### config.mk
export PLATFORM = sky130hd
export DESIGN_NAME = key_sensor_relay_controller
export DESIGN_NICKNAME = d
export VERILOG_FILES = /design/src/rtl/ksrc_pkg.sv /design/src/rtl/ksrc_engine.sv /design/src/rtl/key_sensor_relay_controller.sv
export VERILOG_INCLUDE_DIRS = /design/src /design/src/rtl
export SDC_FILE = /design/constraint.sdc
export NUM_CORES = 1
export LEC_CHECK = 0
export BUFFER_PORTS_ARGS = -buffer_cell sky130_fd_sc_hd__buf_2
export CORE_MARGIN = 2
export CORE_UTILIZATION = 30
export CTS_CLUSTER_SIZE = 8
export DETAILED_ROUTE_END_ITERATION = 8
export MAX_ROUTING_LAYER = met4
export PLACE_DENSITY = 0.48
export SLEW_MARGIN = 20
export SYNTH_ARGS = -nofsm -noshare
export SYNTH_HDL_FRONTEND = slang
export SYNTH_SLANG_ARGS = --single-unit
### constraint.sdc
create_clock -name clock -period 5.75 [get_ports clock]
set_input_delay 0.8625 -clock clock [delete_from_list [all_inputs] [get_ports clock]]
set_output_delay 0.8625 -clock clock [all_outputs]
set_load 0.01 [all_outputs]
### src/rtl/key_sensor_relay_controller_macros.svh
// assertion helpers shared by the rtl files
`ifndef KEY_SENSOR_RELAY_CONTROLLER_MACROS_SVH
`define KEY_SENSOR_RELAY_CONTROLLER_MACROS_SVH

`ifndef SYNTHESIS

// checked at every edge outside reset
`define KSRC_ASSERT(name, clk, rst, prop, msg) \
   name: assert property (@(posedge clk) disable iff (rst) prop) else $error(msg);

// checked at every edge, reset included
`define KSRC_ASSERT_ALWAYS(name, clk, prop, msg) \
   name: assert property (@(posedge clk) prop) else $error(msg);

`else

`define KSRC_ASSERT(name, clk, rst, prop, msg)
`define KSRC_ASSERT_ALWAYS(name, clk, prop, msg)

`endif

`endif

### src/rtl/ksrc_pkg.sv
package ksrc_pkg;

   localparam int TIMER_BITS_DEFAULT = 16;
   localparam int LIGHT_BITS         = 12;
   localparam int TEMP_BITS          = 12;
   localparam int TICK_CFG_BITS      = 16;
   localparam int CSR_DATA_BITS      = 16;
   localparam int CSR_INDEX_BITS     = 3;

   typedef enum logic [1:0] {
      CMD_TICK      = 2'd0,
      CMD_SET_MODE  = 2'd1,
      CMD_SET_RELAY = 2'd2
   } ksrc_cmd_type;

   typedef enum logic [CSR_INDEX_BITS-1:0] {
      CSR_LIGHT_ON_LEVEL  = 3'd0,
      CSR_LIGHT_BAND      = 3'd1,
      CSR_FAN_ON_TEMP     = 3'd2,
      CSR_TEMP_BAND       = 3'd3,
      CSR_DEBOUNCE        = 3'd4,
      CSR_LONG_PRESS      = 3'd5,
      CSR_SENSOR_PERIOD   = 3'd6,
      CSR_HEARTBEAT       = 3'd7
   } ksrc_csr_index_type;

   localparam logic [3:0] RELAY_LIGHT = 4'd3;
   localparam logic [3:0] RELAY_FAN   = 4'd4;

   // temperatures at or below this are treated as a broken sensor
   localparam logic signed [TEMP_BITS-1:0] TEMP_INVALID_LIMIT = -12'sd1000;

   localparam logic [LIGHT_BITS-1:0]        LIGHT_ON_LEVEL_RESET  = 12'd1000;
   localparam logic [LIGHT_BITS-1:0]        LIGHT_BAND_RESET      = 12'd250;
   localparam logic signed [TEMP_BITS-1:0]  FAN_ON_TEMP_RESET     = 12'sd300;
   localparam logic [9:0]                   TEMP_BAND_RESET       = 10'd10;
   localparam logic [TICK_CFG_BITS-1:0]     DEBOUNCE_RESET        = 16'd30;
   localparam logic [TICK_CFG_BITS-1:0]     LONG_PRESS_RESET      = 16'd2000;
   localparam logic [TICK_CFG_BITS-1:0]     SENSOR_PERIOD_RESET   = 16'd500;
   localparam logic [TICK_CFG_BITS-1:0]     HEARTBEAT_RESET       = 16'd5000;

   typedef struct packed {
      logic [1:0]                  command;
      logic                        master_key;
      logic                        mode_key;
      logic [LIGHT_BITS-1:0]       light_level;
      logic signed [TEMP_BITS-1:0] temperature;
      logic                        mode_request;
      logic [3:0]                  relay_number;
      logic                        relay_value;
   } ksrc_req_type;

   typedef struct packed {
      logic       light_relay;
      logic       fan_relay;
      logic       manual_mode;
      logic       enabled;
      logic [1:0] relay_code;
      logic       report_strobe;
   } ksrc_rsp_type;

   typedef struct packed {
      logic [LIGHT_BITS-1:0]       light_on_level;
      logic [LIGHT_BITS-1:0]       light_band;
      logic signed [TEMP_BITS-1:0] fan_on_temp;
      logic [9:0]                  temp_band;
      logic [TICK_CFG_BITS-1:0]    debounce_ticks;
      logic [TICK_CFG_BITS-1:0]    long_press_ticks;
      logic [TICK_CFG_BITS-1:0]    sensor_period_ticks;
      logic [TICK_CFG_BITS-1:0]    heartbeat_ticks;
   } ksrc_cfg_type;

endpackage

### src/rtl/ksrc_engine.sv
`include "key_sensor_relay_controller_macros.svh"

module ksrc_engine #(
   parameter int TIMER_BITS = ksrc_pkg::TIMER_BITS_DEFAULT
) (
   input  logic                  clock,
   input  logic                  reset,
   input  logic                  step,
   input  ksrc_pkg::ksrc_req_type item,
   input  ksrc_pkg::ksrc_cfg_type cfg,
   output ksrc_pkg::ksrc_rsp_type result
);

   localparam int CMP_W = (TIMER_BITS > ksrc_pkg::TICK_CFG_BITS) ?
                          TIMER_BITS : ksrc_pkg::TICK_CFG_BITS;

   logic                  enabled_ff, enabled_in;
   logic                  mode_ff, mode_in;
   logic [1:0]            code_ff, code_in;
   logic                  light_ff, light_in;
   logic                  fan_ff, fan_in;
   logic                  prev_raw_ff, prev_raw_in;
   logic                  key_stable_ff, key_stable_in;
   logic                  long_done_ff, long_done_in;
   logic [TIMER_BITS-1:0] steady_ff, steady_in;
   logic [TIMER_BITS-1:0] hold_ff, hold_in;
   logic [TIMER_BITS-1:0] check_ff, check_in;
   logic [TIMER_BITS-1:0] beat_ff, beat_in;
   logic [1:0]            seen_code_ff, seen_code_in;
   logic                  seen_mode_ff, seen_mode_in;
   logic [1:0]            seen_trig_ff, seen_trig_in;
   logic                  first_due_ff, first_due_in;
   logic                  strobe;

   logic signed [ksrc_pkg::TEMP_BITS-1:0] temp_v;
   logic signed [ksrc_pkg::TEMP_BITS-1:0] temp_thr_v;
   logic signed [ksrc_pkg::TEMP_BITS:0]   temp_low;
   logic [ksrc_pkg::LIGHT_BITS:0]         light_high;
   logic                                  light_lo_trig;
   logic                                  light_hi_trig;
   logic                                  temp_hi_trig;
   logic                                  temp_lo_trig;
   logic                                  temp_valid;
   logic [1:0]                            trig;
   logic                                  relay_l;
   logic                                  relay_f;

   function automatic logic [TIMER_BITS-1:0] sat_inc(input logic [TIMER_BITS-1:0] c);
      return (c == '1) ? c : TIMER_BITS'(c + 1'b1);
   endfunction

   // sensor compares are independent of the state
   assign temp_v        = item.temperature;
   assign temp_thr_v    = cfg.fan_on_temp;
   assign light_high    = {1'b0, cfg.light_on_level} + {1'b0, cfg.light_band};
   assign temp_low      = (ksrc_pkg::TEMP_BITS+1)'(temp_thr_v) -
                          $signed({3'b000, cfg.temp_band});
   assign light_lo_trig = item.light_level < cfg.light_on_level;
   assign light_hi_trig = {1'b0, item.light_level} > light_high;
   assign temp_hi_trig  = temp_v > temp_thr_v;
   assign temp_lo_trig  = (ksrc_pkg::TEMP_BITS+1)'(temp_v) < temp_low;
   assign temp_valid    = temp_v > ksrc_pkg::TEMP_INVALID_LIMIT;
   assign trig          = {temp_hi_trig, light_lo_trig};

   assign relay_l = (item.relay_number == ksrc_pkg::RELAY_LIGHT) ? item.relay_value : light_ff;
   assign relay_f = (item.relay_number == ksrc_pkg::RELAY_FAN) ? item.relay_value : fan_ff;

   always_comb begin
      enabled_in    = enabled_ff;
      mode_in       = mode_ff;
      code_in       = code_ff;
      light_in      = light_ff;
      fan_in        = fan_ff;
      prev_raw_in   = prev_raw_ff;
      key_stable_in = key_stable_ff;
      long_done_in  = long_done_ff;
      steady_in     = steady_ff;
      hold_in       = hold_ff;
      check_in      = check_ff;
      beat_in       = beat_ff;
      seen_code_in  = seen_code_ff;
      seen_mode_in  = seen_mode_ff;
      seen_trig_in  = seen_trig_ff;
      first_due_in  = first_due_ff;
      strobe        = 1'b0;

      case (ksrc_pkg::ksrc_cmd_type'(item.command))
         ksrc_pkg::CMD_TICK: begin
            steady_in = sat_inc(steady_ff);
            hold_in   = sat_inc(hold_ff);
            check_in  = sat_inc(check_ff);
            beat_in   = sat_inc(beat_ff);

            // master switch
            if (!item.master_key) begin
               if (enabled_ff) begin
                  light_in     = 1'b0;
                  fan_in       = 1'b0;
                  code_in      = 2'b00;
                  enabled_in   = 1'b0;
                  long_done_in = 1'b0;
               end
            end else if (!enabled_ff) begin
               enabled_in = 1'b1;
               mode_in    = 1'b0;
            end

            // key debounce, short and long press
            if (enabled_in) begin
               if (item.mode_key != prev_raw_ff) begin
                  steady_in = '0;
               end
               if (CMP_W'(steady_in) > CMP_W'(cfg.debounce_ticks) &&
                   item.mode_key != key_stable_ff) begin
                  key_stable_in = item.mode_key;
                  if (item.mode_key) begin
                     hold_in      = '0;
                     long_done_in = 1'b0;
                  end else if (!long_done_in && mode_in) begin
                     code_in  = code_in + 2'b01;
                     light_in = code_in[1];
                     fan_in   = code_in[0];
                  end
               end
               if (key_stable_in && !long_done_in &&
                   CMP_W'(hold_in) >= CMP_W'(cfg.long_press_ticks)) begin
                  long_done_in = 1'b1;
                  mode_in      = !mode_in;
                  code_in      = 2'b00;
                  light_in     = 1'b0;
                  fan_in       = 1'b0;
               end
               prev_raw_in = item.mode_key;
            end

            // automatic sensor check with hysteresis
            if (enabled_in && !mode_in &&
                CMP_W'(check_in) > CMP_W'(cfg.sensor_period_ticks)) begin
               check_in = '0;
               if (light_lo_trig) begin
                  light_in = 1'b1;
               end else if (light_hi_trig) begin
                  light_in = 1'b0;
               end
               if (temp_valid) begin
                  if (temp_hi_trig) begin
                     fan_in = 1'b1;
                  end else if (temp_lo_trig) begin
                     fan_in = 1'b0;
                  end
               end
            end

            // change report
            if (first_due_ff || code_in != seen_code_ff || mode_in != seen_mode_ff ||
                trig != seen_trig_ff) begin
               strobe       = 1'b1;
               first_due_in = 1'b0;
               seen_code_in = code_in;
               seen_mode_in = mode_in;
               seen_trig_in = trig;
            end

            // heartbeat
            if (CMP_W'(beat_in) > CMP_W'(cfg.heartbeat_ticks)) begin
               beat_in = '0;
               strobe  = 1'b1;
            end
         end
         ksrc_pkg::CMD_SET_MODE: begin
            if (enabled_ff) begin
               mode_in  = item.mode_request;
               code_in  = 2'b00;
               light_in = 1'b0;
               fan_in   = 1'b0;
            end
         end
         ksrc_pkg::CMD_SET_RELAY: begin
            if (enabled_ff) begin
               code_in  = {relay_l, relay_f};
               light_in = relay_l;
               fan_in   = relay_f;
            end
         end
         default: begin
         end
      endcase
   end

   always_ff @(posedge clock) begin
      if (reset) begin
         enabled_ff    <= 1'b0;
         mode_ff       <= 1'b0;
         code_ff       <= 2'b00;
         light_ff      <= 1'b0;
         fan_ff        <= 1'b0;
         prev_raw_ff   <= 1'b0;
         key_stable_ff <= 1'b0;
         long_done_ff  <= 1'b0;
         steady_ff     <= '0;
         hold_ff       <= '0;
         check_ff      <= '0;
         beat_ff       <= '0;
         seen_code_ff  <= 2'b00;
         seen_mode_ff  <= 1'b0;
         seen_trig_ff  <= 2'b00;
         first_due_ff  <= 1'b1;
      end else if (step) begin
         enabled_ff    <= enabled_in;
         mode_ff       <= mode_in;
         code_ff       <= code_in;
         light_ff      <= light_in;
         fan_ff        <= fan_in;
         prev_raw_ff   <= prev_raw_in;
         key_stable_ff <= key_stable_in;
         long_done_ff  <= long_done_in;
         steady_ff     <= steady_in;
         hold_ff       <= hold_in;
         check_ff      <= check_in;
         beat_ff       <= beat_in;
         seen_code_ff  <= seen_code_in;
         seen_mode_ff  <= seen_mode_in;
         seen_trig_ff  <= seen_trig_in;
         first_due_ff  <= first_due_in;
      end
   end

   assign result.light_relay   = light_in;
   assign result.fan_relay     = fan_in;
   assign result.manual_mode   = mode_in;
   assign result.enabled       = enabled_in;
   assign result.relay_code    = code_in;
   assign result.report_strobe = strobe;

   `KSRC_ASSERT(a_off_is_quiet, clock, reset,
      !enabled_ff |-> (code_ff == 2'b00) && !light_ff && !fan_ff,
      "relays or code active while disabled")
   `KSRC_ASSERT(a_manual_follows_code, clock, reset,
      enabled_ff && mode_ff |-> {light_ff, fan_ff} == code_ff,
      "manual relays differ from relay code")
   `KSRC_ASSERT(a_commands_hold_time, clock, reset,
      step && item.command != ksrc_pkg::CMD_TICK |=>
         $stable(steady_ff) && $stable(beat_ff) && $stable(check_ff),
      "timers moved on a command beat")

endmodule

### src/rtl/key_sensor_relay_controller.sv
// channel   | ports                                  | direction
// ----------+----------------------------------------+----------
// request   | req_valid, req_stall, req_payload      | in
// response  | rsp_valid, rsp_stall, rsp_payload      | out
// csr       | csr_we, csr_index, csr_wdata           | in
//
// one beat per cycle while rsp_stall is low; every request beat gives exactly one response beat
// a beat passes the input register, then the state update into the result register
// the whole tick update is one pass of compare and counter logic in ksrc_engine
// synchronous active-high reset clears control state, not payload, and loads the csr defaults
// a stalled response holds the input register, which then stalls the request side

`include "key_sensor_relay_controller_macros.svh"

module key_sensor_relay_controller #(
   parameter int TIMER_BITS = ksrc_pkg::TIMER_BITS_DEFAULT
) (
   input  logic                                   clock,
   input  logic                                   reset,
   input  logic                                   req_valid,
   output logic                                   req_stall,
   input  ksrc_pkg::ksrc_req_type                 req_payload,
   output logic                                   rsp_valid,
   input  logic                                   rsp_stall,
   output ksrc_pkg::ksrc_rsp_type                 rsp_payload,
   input  logic                                   csr_we,
   input  logic [ksrc_pkg::CSR_INDEX_BITS-1:0]    csr_index,
   input  logic [ksrc_pkg::CSR_DATA_BITS-1:0]     csr_wdata
);

   // input register
   logic                   in_valid_ff, in_valid_in;
   ksrc_pkg::ksrc_req_type in_item_ff;

   // result register
   logic                   rsp_valid_ff, rsp_valid_in;
   ksrc_pkg::ksrc_rsp_type rsp_item_ff;

   ksrc_pkg::ksrc_cfg_type cfg_ff;
   ksrc_pkg::ksrc_rsp_type next_result;

   logic advance;
   logic req_take;
   logic step;

   // result register frees up when empty or when its beat leaves
   assign advance  = !rsp_valid_ff || !rsp_stall;
   assign req_stall = in_valid_ff && !advance;
   assign req_take  = req_valid && !req_stall;
   assign step      = in_valid_ff && advance;

   always_comb begin
      in_valid_in = in_valid_ff;
      if (req_take) begin
         in_valid_in = 1'b1;
      end else if (advance) begin
         in_valid_in = 1'b0;
      end
      rsp_valid_in = advance ? in_valid_ff : rsp_valid_ff;
   end

   always_ff @(posedge clock) begin
      if (reset) begin
         in_valid_ff  <= 1'b0;
         rsp_valid_ff <= 1'b0;
      end else begin
         in_valid_ff  <= in_valid_in;
         rsp_valid_ff <= rsp_valid_in;
      end
   end

   // payload registers, no reset needed
   always_ff @(posedge clock) begin
      if (req_take) begin
         in_item_ff <= req_payload;
      end
      if (step) begin
         rsp_item_ff <= next_result;
      end
   end

   // csr file; the user must write it only while the block is idle, the block does not enforce it
   always_ff @(posedge clock) begin
      if (reset) begin
         cfg_ff.light_on_level      <= ksrc_pkg::LIGHT_ON_LEVEL_RESET;
         cfg_ff.light_band          <= ksrc_pkg::LIGHT_BAND_RESET;
         cfg_ff.fan_on_temp         <= ksrc_pkg::FAN_ON_TEMP_RESET;
         cfg_ff.temp_band           <= ksrc_pkg::TEMP_BAND_RESET;
         cfg_ff.debounce_ticks      <= ksrc_pkg::DEBOUNCE_RESET;
         cfg_ff.long_press_ticks    <= ksrc_pkg::LONG_PRESS_RESET;
         cfg_ff.sensor_period_ticks <= ksrc_pkg::SENSOR_PERIOD_RESET;
         cfg_ff.heartbeat_ticks     <= ksrc_pkg::HEARTBEAT_RESET;
      end else if (csr_we) begin
         case (ksrc_pkg::ksrc_csr_index_type'(csr_index))
            ksrc_pkg::CSR_LIGHT_ON_LEVEL: begin
               cfg_ff.light_on_level <= csr_wdata[ksrc_pkg::LIGHT_BITS-1:0];
            end
            ksrc_pkg::CSR_LIGHT_BAND: begin
               cfg_ff.light_band <= csr_wdata[ksrc_pkg::LIGHT_BITS-1:0];
            end
            ksrc_pkg::CSR_FAN_ON_TEMP: begin
               cfg_ff.fan_on_temp <= $signed(csr_wdata[ksrc_pkg::TEMP_BITS-1:0]);
            end
            ksrc_pkg::CSR_TEMP_BAND: begin
               cfg_ff.temp_band <= csr_wdata[9:0];
            end
            ksrc_pkg::CSR_DEBOUNCE: begin
               cfg_ff.debounce_ticks <= csr_wdata;
            end
            ksrc_pkg::CSR_LONG_PRESS: begin
               cfg_ff.long_press_ticks <= csr_wdata;
            end
            ksrc_pkg::CSR_SENSOR_PERIOD: begin
               cfg_ff.sensor_period_ticks <= csr_wdata;
            end
            ksrc_pkg::CSR_HEARTBEAT: begin
               cfg_ff.heartbeat_ticks <= csr_wdata;
            end
            default: begin
            end
         endcase
      end
   end

   // state and the per-beat update
   ksrc_engine #(
      .TIMER_BITS(TIMER_BITS)
   ) u_engine (
      .clock  (clock),
      .reset  (reset),
      .step   (step),
      .item   (in_item_ff),
      .cfg    (cfg_ff),
      .result (next_result)
   );

   assign rsp_valid   = rsp_valid_ff;
   assign rsp_payload = rsp_item_ff;

   `KSRC_ASSERT(a_taken_beat_held, clock, reset,
      req_valid && !req_stall |=> in_valid_ff,
      "accepted request beat lost")
   `KSRC_ASSERT(a_step_fills_result, clock, reset,
      step |=> rsp_valid_ff,
      "processed beat gave no response")
   `KSRC_ASSERT_ALWAYS(a_no_stall_when_empty, clock,
      !in_valid_ff |-> !req_stall,
      "request stalled with an empty input register")

endmodule
# Yosys cells after proc, flatten, opt, wreduce, memory -nomap -nowiden
# Index checks and enable logic that the tools add are counted.
[totals] reg_bits=232 elab_cells=191 in_bits=58 out_inout_bits=9
[op_classes] mux=80 add_sub_neg=7 n_eq_ne=20 order_cmp=9 n_reduce_logical=35
[op_table] operator="2-to-1 mux 16 bit" count=15
[op_table] operator="adder 16 x 1 -> 16 bit (second input constant)" count=4
[op_table] operator="equality test 16 bit (second input constant)" count=4
[op_table] operator="2-to-1 mux 1 bit" count=51
[op_table] operator="> comparator 16 bit" count=3
[op_table] operator="2-to-1 mux 2 bit" count=10
[op_table] operator="AND reduction 2 bit" count=9
[op_table] operator="greater-or-equal comparator 16 bit" count=1
[op_table] operator="adder 12 x 12 -> 13 bit" count=1
[op_table] operator="> comparator 12 x 13 -> 1 bit" count=1
[op_table] operator="less-than comparator 12 x 13 -> 1 bit" count=1
[op_table] operator="subtractor 12 x 11 -> 13 bit" count=1
[op_table] operator="equality test 3 bit (second input constant)" count=4
[op_table] operator="> comparator 12 x 11 -> 1 bit (second input constant)" count=1
[op_table] operator="> comparator 12 bit" count=1
[op_table] operator="less-than comparator 12 bit" count=1
[op_table] operator="logical AND 1 bit" count=9
[op_table] operator="logical NOT 1 bit" count=8
[op_table] operator="equality test 3 x 2 -> 1 bit (second input constant)" count=2
[op_table] operator="one-hot mux 1 bit (3 select lines)" count=2
[op_table] operator="one-hot mux 2 bit (3 select lines)" count=1
[op_table] operator="AND reduction 3 bit" count=2
[op_table] operator="equality test 4 x 2 -> 1 bit (second input constant)" count=1
[op_table] operator="equality test 4 x 3 -> 1 bit (second input constant)" count=1
[op_table] operator="11 further kinds" count=17

# Logic depth before layout (Yosys ltp)
# Gate-level depths: netlist of run 1.
[logic_depth] depth_word=22 ltp_mapped=27 mapped_depth_nobuf=25

# Hierarchy
# From an unflattened synthesis of run 1, not the netlist that was laid out.
[hier_totals] cells_unflattened=1673 area_unflattened_um2=14626.5
[by_module_without_submodules] mod="ksrc_engine" n_inst=1 cells_each=1222 seq_area_each_um2=1581.5 area_each_um2=8938.6
[by_module_without_submodules] mod="key_sensor_relay_controller" n_inst=1 cells_each=451 seq_area_each_um2=3473.3 area_each_um2=5688.0

# Least setup slack after synthesis of run 1
# No wires, ideal clock.
[synth_path] kind="register to register" from="register u_engine.steady_ff[0]" to="register u_engine.seen_code_ff[1]" slack_ps=-618 t_arrival_ps=6246 synth_period_minus_slack_ps=6368 path_buffers=1 setup_ps=121 path_stages_with_launch=26 required_ps=5629 path_cell_list="dfxtp_1 > ha_1 > nand2_1 > or2_2 > nor3_1 > nor2_1 > and3_1 > xnor2_1 > nor2_1 > ha_1 > a21o_1 > nand3_1 > a2111oi_1 > o31ai_1 > nor3_2 > clkbuf_1 > nor2_1 > ha_1 > nand4_1 > or4_1 > o21ai_0 > o2111ai_4 > or3_1 > o211ai_2 > a31oi_4 > mux2_4"
[synth_between] elab_chain_cells=21 word_cells_on_any_way=34 cone_classes="1 x add/sub; 2 x order compare; 3 x eq/ne; 20 x mux; 8 x reduce/logical"
[synth_rtl] item="start: declaration" line="ksrc_engine.sv:25" text="logic [TIMER_BITS-1:0] steady_ff, steady_in;"
[synth_rtl] item="start signal: assignment" line="ksrc_engine.sv:217" text="steady_ff <= steady_in;"
[synth_rtl] item="adder 16 x 1 -> 16 bit / equality test 16 bit (equally long branches)" line="ksrc_engine.sv:49" text="return (c == '1) ? c : TIMER_BITS'(c + 1'b1);"
[synth_rtl] item="2-to-1 mux 16 bit *" line="ksrc_engine.sv:49"
[synth_rtl] item="2-to-1 mux 16 bit *" line="ksrc_engine.sv:110" text="if (item.mode_key != prev_raw_ff) begin"
[synth_rtl] item="2-to-1 mux 16 bit *" line="ksrc_engine.sv:109" text="if (enabled_in) begin"
[synth_rtl] item="2-to-1 mux 16 bit *" line="ksrc_engine.sv:87" text="case (ksrc_pkg::ksrc_cmd_type'(item.command))"
[synth_rtl] item="> comparator 16 bit *" line="ksrc_engine.sv:113" text="if (CMP_W'(steady_in) > CMP_W'(cfg.debounce_ticks) &&"
[synth_rtl] item="logical AND 1 bit *" line="ksrc_engine.sv:113"
[synth_rtl] item="parallel branches: the longest is 14 deep, another holds greater-or-equal comparator 16 bit"
[synth_rtl] item="end signal: assignment" line="ksrc_engine.sv:221" text="seen_code_ff <= seen_code_in;"
[synth_rtl] item="end: declaration" line="ksrc_engine.sv:29" text="logic [1:0] seen_code_ff, seen_code_in;"
# Every way passes the cells marked *. The select of a mux whose other input is x is not followed.
# A chain may end at the register's enable or synchronous reset.

# Final worst setup path of run 1
# Ends and elaborated chain as after synthesis.

==> summary.txt, run 1 <==
Multi-input gate area = 8520 um^2
Synth cell types = 69
Complex-gate fraction of the synthesized area = 0.191
RSZ-0062 raised after global routing = true
Die area = 47800 um^2
Slew HR = 0.282
RePlAce Congestion = 0.842
Leakage power = 0.00671 uW
Fin Setup TNS = 0 ps
Worst-path clk slew = 50 ps
Core Rows = 78
Post-DP HPWL = 28.3 mm
Cells after synthesis = 1702
Syn_area_per_cell = 8.12 um^2
Share of cells above drive strength 1 = 0.158
Worst EP arrival = 6020 ps
FF+latch area = 5070 um^2
Post-synthesis sequential area ratio = 0.366
Io pins = 67
Diode count = 0
CTS tree = done
Total power = 3970 uW
FILL cells = 4666
Top cells by count, synth = nand2_1, dfxtp_1, a21oi_1
Area fraction of the dominant cell type after synthesis = 0.277
Worst VDD drop = 0.000189 V
Via count = 12200
Most used DFF post-synth = dfxtp_1
Clock share of power = 0.469
Synthesis-to-layout area growth = 21.6%
Crit Path Category = reg -> reg
Multiplexer share of the synthesized area = 0.0112
Most common cell in the netlist = nand2_1
Int Pwr = 2950 uW
Fin cells = 2430
Overflow after GRT = 0
Initial DRC count = 759
Post-place setup slack = -261 ps
Core region area = 45400 um^2
Post-synthesis cell area = 13800 um^2
DRC viols = 0
Worst slew pin tran = 1070 ps
CTS Buffer Depth = 3
First-pass GRT wire length = 62.4 mm
Largest net degree at the start of global routing = 57
Starting Density = 0.304
Simple-gate area share of the yosys netlist = 0.206
Dominant cells by area after synthesis = dfxtp_1, ha_1, edfxtp_1
Clk Tree Root Cell = clkbuf_16
Yosys reg bits = 232
Net Sw Frac = 0.258
Met3 wire length = 1.79 mm
Final core utilization = 0.370
Cts bufs inserted = 35
1st-pass router iterations = 5
CP endpoint kind = register
Synth Area in XOR/XNOR = 0.0425
Yosys top cell by area = dfxtp_1
Largest fanout on the critical path = 7
Routed Antenna Nets = 0
Max_cap viols = 0
Achievable Freq = 178 MHz
Setup Skew = 21.5 ps
Final #Nets = 2014
Post-route clock period utilization = 0.976
Met2 WL = 17.7 mm
CTS sink cnt = 232
Post-Synth Adder-Cell Area = 0.127
Die Y = 219 um
Post-synth ARST share = 0
Initial antenna violation count = 0
Synthesized Nets = 1899
CTS hold repair buffers = 0
Top sig layer = met4
H-tree depth = 2
CP peak stage delay = 520 ps
Syn. warnings = 0
Vias in the first global route = 11700
Pins Over Slew Limit = 0
Sequential power share = 0.436
CP startpoint kind = register
Placed cells = 2361
Pwr dens = 237 nW/um^2
Vias per std cell = 5.03
CP Data Required Time = 6160 ps
Min cycle time layout = 5610 ps
Overall Global Routing Usage = 0.169
Outcome = finished clean
Final Hold Violating Endpoints = 0
Die X = 219 um
Clock Latency Late Sink = 540 ps
Comb power frac = 0.095
DR WL/cell = 16.4 um
Final WL = 39.9 mm
Post-synth EDFFs = 41
Final setup viols = 0
Main combinational cell family by area after synthesis = simple AND/OR/NAND/NOR gates
Slowest cell on crit path = or4b_4
PnR worst setup slack = 137 ps
DRT met1 WL = 19.4 mm
Sw Pwr = 1020 uW
IO Port Bufs = 66
HP Class = reg -> reg
[layout make-up]
| class | instances | share of cell area |
|---|---|---|
| tap | 600 | 0.0447 |
| timing repair buffer | 153 | 0.0614 |
| sequential | 232 | 0.302 |
| clock inverter | 4 | 0.00209 |
| inverter | 127 | 0.0284 |
| multi-input combinational | 1268 | 0.507 |
| clock buffer | 46 | 0.0546 |
[critical path: cells and delay by family, from the launching register on]
family	cells	cell delay [ps]
simple gates	10	1770
compound gates	9	1670
buf+inv	6	730
fa+ha+maj	3	650
flops	1	340
mux	1	320
[timing repair]
item                                    4_1_cts  5_1_grt
pin swaps                                     5       53
cloned                                        0        1
gates resized for setup                       9      101
endpoints found under the setup margin       27       32
buffers inserted                              5       14
[flip-flops by register name, indices dropped and copies added (netlist names), 2 cells and up]
signal                 cells
cfg_ff                   110
in_item_ff                34
rsp_payload                7
u_engine.beat_ff          16
u_engine.check_ff         16
u_engine.code_ff           2
u_engine.hold_ff          16
u_engine.seen_code_ff      2
u_engine.seen_trig_ff      2
u_engine.steady_ff        16
[logic make-up (layout without fill, tap and decap cells)]
group                    after synthesis  in the layout
multiplexers                          14             14
flip-flops                           232            232
XOR/XNOR                              67             67
AND/OR/NAND/NOR                      634            634
AO/OA/AOI/OAI                        414            414
buffers and inverters                202            330
adder cells (fa/ha/maj)              139            139
[worst paths after layout]
kind / start / endpoint / slack, ps / cells past startpoint
max: u_engine.steady_ff[0] / u_engine.seen_code_ff[1] / 140 / 29
max reg2reg: u_engine.steady_ff[0] / u_engine.seen_code_ff[1] / 140 / 29
min: u_engine.first_due_ff / u_engine.first_due_ff / 450 / 2
min reg2reg: u_engine.first_due_ff / u_engine.first_due_ff / 450 / 2
[stage by stage]
step / hold WS [ps] / instance area (um^2)
finish: 451 / 16800
global route: 464 / 16800
CTS: 447 / 16200
detailed placement: 439 / 15200
global placement: 437 / 15200
floorplan: 423 / 13900
[routing by layer]
metal / global-route usage / up-vias
met5: - / -
met4: 0.0535 / 0
met3: 0.0326 / 78
met2: 0.258 / 227
met1: 0.226 / 5721
li1: - / 6207
[cell usage in the layout, fill, tap and decap left out, types with 9 or more instances in the layout]
master and count:
buf_2 65, nand2_1 279, a21oi_1 159, edfxtp_1 41, a21o_1 22, and3_1 14, o21a_1 14, nor3_1 24
a31oi_1 9, ha_1 131, nor2_1 133, dfxtp_2 9, a211oi_1 15, dfxtp_1 182, nand3_1 43, clkbuf_16 35
xnor2_1 39, a22oi_1 19, buf_6 10, inv_1 126, clkbuf_1 11, xor2_1 25, nand2b_1 16, nand4_1 27
nor2b_1 15, buf_4 77, o211ai_1 41, o21ai_0 53
[power by group through the flow]
stage,registers [uW],clock network [uW],logic [uW]
3_5_place_dp,1760,0,367
5_1_grt,1730,1990,428
2_1_floorplan,1750,0,248
4_1_cts,1730,1930,371
6_report,1730,1860,379
3_3_place_gp,1760,0,361
No activity file was read; power rests on OpenSTA's default activity.
==> inputs of run 2 (changes only) <==
--- a/config.mk
+++ b/config.mk
@@ -12,7 +12,7 @@
 export CTS_CLUSTER_SIZE = 8
 export DETAILED_ROUTE_END_ITERATION = 8
 export MAX_ROUTING_LAYER = met4
-export PLACE_DENSITY = 0.48
+export PLACE_DENSITY_LB_ADDON = 0.3
 export SLEW_MARGIN = 20
 export SYNTH_ARGS = -nofsm -noshare
 export SYNTH_HDL_FRONTEND = slang
==> run 2 against run 1 <==
  * Utilization down 0.22 points
  * Via count is essentially flat
  * Global-route usage down 0.54 points
  * Power grew 0.40%
  * Critical path depth rose by 1
  * Sequential power barely moved
  * Critical path type unchanged
  * Critical endpoint unchanged
  * Highest routed layer unchanged
==> summary.txt, run 2 (same netlist as run 1, synthesis figures left out) <==
Via count = 12200
Slowest cell on crit path = or4_4
Cts bufs inserted = 35
Vias in the first global route = 11700
H-tree depth = 2
Fin cells = 2426
Gr busiest metal = met2
Initial DRC count = 854
Top flop regs = cfg_ff x110, in_item_ff x34
Largest fanout on the critical path = 5
Initial antenna violation count = 0
Largest net degree at the start of global routing = 97
Final Hold Violating Endpoints = 0
Share of cells above drive strength 1 = 0.147
Met1 Resource Use GR = 0.216
Final #Nets = 2009
Fin Setup TNS = 0 ps
Achievable Freq = 177 MHz
DR WL/cell = 16.0 um
Placed cell areas = 15200 um^2
Diode count = 0
Max FFs per register = 110
RSZ-0062 raised after global routing = true
RePlAce Congestion = 0.855
Multi-input gate area = 8450 um^2
Post-place setup slack = -113 ps
Die area = 47800 um^2
CTS hold repair buffers = 0
Overflow after GRT = 0
Core region area = 45400 um^2
Min cycle time layout = 5650 ps
Worst VDD drop = 0.000176 V
PnR worst setup slack = 99.7 ps
Critical path's most frequent cell = buf_6
M2 GR Usage = 0.256
Biggest register = cfg_ff
FILL cells = 4610
CP endpoint kind = register
CTS sink cnt = 232
First-pass GRT wire length = 61.1 mm
HP Class = reg -> reg
IO Port Bufs = 66
Io pins = 67
Setup Skew = 16.6 ps
Clock Latency Late Sink = 530 ps
Crit Path Category = reg -> reg
Placed cells = 2363
CTS tree = done
Routed Antenna Nets = 0
Met3 Resource Use GR = 0.0262
Die Y = 219 um
CP peak stage delay = 490 ps
Worst slew pin tran = 1060 ps
Worst EP arrival = 6060 ps
Slew HR = 0.291
Vias per std cell = 5.05
Outcome = finished clean
Die X = 219 um
Starting Density = 0.304
DRC viols = 0
CTS Buffer Depth = 3
Synthesis-to-layout area growth = 20.8%
Pwr dens = 239 nW/um^2
Final setup viols = 0
Total power = 3990 uW
Design area = 16700 um^2
CP startpoint kind = register
FF+latch area = 5060 um^2
Max_cap viols = 0
1st-pass router iterations = 6
Overall Global Routing Usage = 0.164
Most frequent cells in the layout = nand2_1, dfxtp_1, a21oi_1
Worst-path clk slew = 50 ps
Clk Tree Root Cell = clkbuf_16
Most common cell after layout, fill and taps aside = nand2_1
CP Data Required Time = 6160 ps
Post-DP HPWL = 27.2 mm
Pins Over Slew Limit = 0
Leakage power = 0.00668 uW
Core Rows = 78
Final WL = 38.7 mm
Post-route clock period utilization = 0.983
[run 2: path summary, 6_finish.rpt]
| kind | from | endpoint | slack, ps | cells past startpoint |
|---|---|---|---|---|
| worst max-delay path | u_engine.steady_ff[1] | u_engine.seen_code_ff[1] | 100 | 30 |
| worst min-delay path | u_engine.first_due_ff | u_engine.first_due_ff | 440 | 2 |
| worst max register to register | u_engine.steady_ff[1] | u_engine.seen_code_ff[1] | 100 | 30 |
| worst min register to register | u_engine.first_due_ff | u_engine.first_due_ff | 440 | 2 |
[run 2: layout make-up]
cell class / count / share of cell area
repair buffers: 148 / 0.0588
clock inverters: 3 / 0.00157
inverters: 127 / 0.0286
multi-input cells: 1268 / 0.506
clock buffers: 48 / 0.0567
well taps: 600 / 0.0450
flip-flops and latches: 232 / 0.303
[run 2: power by group]
part	internal (uW)	leakage, uW	switching, uW	total, uW
combinational	138	0.00427	232	370
sequential	1700	0.00195	29.9	1730
clock	1140	0.000471	752	1890
[run 2: per-stage QoR]
stage               hold slack [ps]   util
floorplan                       423      -
global placement                435  0.335
detailed placement              440  0.335
CTS                             448  0.357
global route                    466  0.368
finish                          445  0.368
[run 2: timing repair]
item / CTS / global route
buffers inserted: 1 / 9
pin swaps: 5 / 44
resized for setup: 6 / 79
endpoints found under the setup margin: 19 / 32
cloned: 0 / 2
[run 2: worst max-delay path, delay by kind of cell (launching register included)]
family / cells / cell delay (ps)
simple gates: 12 / 1990
compound gates: 6 / 930
buf+inv: 6 / 820
fa+ha+maj: 3 / 720
xor+xnor: 2 / 370
flops: 1 / 350
mux: 1 / 330
[run 2: layer usage]
metal | up-vias | wire (um)
met1 | 5721 | 18400
met5 | - | 0
met3 | 61 | 1720
met2 | 256 | 17600
met4 | 0 | 949
li1 | 6206 | -
==> inputs of run 3 (changes only) <==
--- a/config.mk
+++ b/config.mk
@@ -11,7 +11,6 @@
 export CORE_UTILIZATION = 30
 export CTS_CLUSTER_SIZE = 8
 export DETAILED_ROUTE_END_ITERATION = 8
-export MAX_ROUTING_LAYER = met4
 export PLACE_DENSITY_LB_ADDON = 0.3
 export SLEW_MARGIN = 20
 export SYNTH_ARGS = -nofsm -noshare
==> run 3 against run 2 <==
  * Sequential share of layout area unchanged
  * Power about the same
  * Routed wire length about the same
  * Critical path depth unchanged
  * Count of clock-buffer cells in the layout unchanged
  * Non-clock buffer count unchanged
  * Die area unchanged
  * Global-route usage decreased by 0.46 points
  * Utilization unchanged
  * Hold slack about the same
  * Clock skew about the same
==> summary.txt, run 3 (same netlist as run 1, synthesis figures left out) <==
Clock Latency Late Sink = 530 ps
Max FFs per register = 110
Fin Setup TNS = 0 ps
1st-pass router iterations = 5
CP startpoint kind = register
Final Hold Violating Endpoints = 0
Clk Tree Root Cell = clkbuf_16
Diode count = 0
Share of cells above drive strength 1 = 0.147
CTS hold repair buffers = 0
Core region area = 45400 um^2
RePlAce Congestion = 0.842
Setup Skew = 16.5 ps
Placed cell areas = 15200 um^2
FF+latch area = 5060 um^2
Worst slew pin tran = 1060 ps
CP Data Required Time = 6160 ps
FILL cells = 4610
Min cycle time layout = 5660 ps
Worst EP arrival = 6070 ps
Final #Nets = 2009
Vias per std cell = 5.03
Most common cell after layout, fill and taps aside = nand2_1
Leakage power = 0.00668 uW
Core Rows = 78
IO Port Bufs = 66
Pins Over Slew Limit = 0
RSZ-0062 raised after global routing = true
Io pins = 67
Multi-input gate area = 8450 um^2
Crit Path Category = reg -> reg
Overflow after GRT = 0
Most frequent cells in the layout = nand2_1, dfxtp_1, a21oi_1
Overall Global Routing Usage = 0.159
Die Y = 219 um
Top flop regs = cfg_ff x110, in_item_ff x34
Cts bufs inserted = 35
Critical path's most frequent cell = buf_6
First-pass GRT wire length = 61.1 mm
CTS tree = done
Die X = 219 um
Worst VDD drop = 0.000176 V
CTS Buffer Depth = 3
Post-DP HPWL = 27.2 mm
CP peak stage delay = 490 ps
Biggest register = cfg_ff
Design area = 16700 um^2
Achievable Freq = 177 MHz
Worst-path clk slew = 50 ps
Final core utilization = 0.368
Largest net degree at the start of global routing = 97
Slowest cell on crit path = or4_4
Max_cap viols = 0
Die area = 47800 um^2
Fin cells = 2426
Initial DRC count = 838
Starting Density = 0.304
Vias in the first global route = 11700
Placed cells = 2363
CTS sink cnt = 232
Post-place setup slack = -113 ps
Routed Antenna Nets = 0
Slew HR = 0.291
Initial antenna violation count = 0
HP Class = reg -> reg
DR WL/cell = 15.9 um
Final setup viols = 0
Via count = 12200
DRC viols = 0
H-tree depth = 2
Post-route clock period utilization = 0.984
Largest fanout on the critical path = 5
Final WL = 38.7 mm
Outcome = finished clean
Pwr dens = 239 nW/um^2
Synthesis-to-layout area growth = 20.8%
PnR worst setup slack = 90.4 ps
CP endpoint kind = register
## run 3: cell counts in the layout (fill, tap and decap cells not counted)
Identical to the previous run, type by type.
## run 3: through the flow
stage / hold slack (ps) / total power (uW)
floorplan: 423 / 2000
global placement: 435 / 2110
detailed placement: 440 / 2120
CTS: 448 / 4040
global route: 466 / 4170
finish: 445 / 3990
## run 3: path summary, 6_finish.rpt
check | start | end | slack [ps] | cells past startpoint
worst max-delay path | u_engine.steady_ff[1] | u_engine.seen_code_ff[1] | 90 | 30
worst min-delay path | u_engine.first_due_ff | u_engine.first_due_ff | 440 | 2
worst max register to register | u_engine.steady_ff[1] | u_engine.seen_code_ff[1] | 90 | 30
worst min register to register | u_engine.first_due_ff | u_engine.first_due_ff | 440 | 2
## run 3: metal layers
| metal | up-vias | GRT usage | part of all wire |
|---|---|---|---|
| li1 | 6194 | - | - |
| met1 | 5696 | 0.216 | 0.48 |
| met2 | 256 | 0.257 | 0.45 |
| met3 | 60 | 0.0263 | 0.047 |
| met4 | 0 | 0.0515 | 0.024 |
| met5 | - | 0 | 0 |
## run 3: critical path: cells and delay by family, from the launching register on
kind | cells | cell delay [ps]
fa+ha+maj | 3 | 720
compound gates | 6 | 1050
xor+xnor | 2 | 260
mux | 1 | 320
flops | 1 | 350
simple gates | 12 | 1990
buf+inv | 6 | 820
## run 3: timing repair
item | in CTS | in global routing
endpoints found under the setup margin | 19 | 32
gates resized for setup | 6 | 79
setup buffers | 1 | 9
pin swaps | 5 | 44
gates cloned | 0 | 2
## run 3: cell type report
type | instances | area share
well taps | 600 | 0.0450
clock inverters | 3 | 0.00157
multi-input cells | 1268 | 0.506
inverters | 127 | 0.0286
repair buffers | 148 | 0.0588
flip-flops and latches | 232 | 0.303
clock buffers | 48 | 0.0567
## run 3: power breakdown
| group | leakage, uW | internal [uW] | switching, uW |
|---|---|---|---|
| Combinational | 0.00427 | 138 | 232 |
| Sequential | 0.00195 | 1700 | 30.0 |
| Clock | 0.000471 | 1130 | 753 |
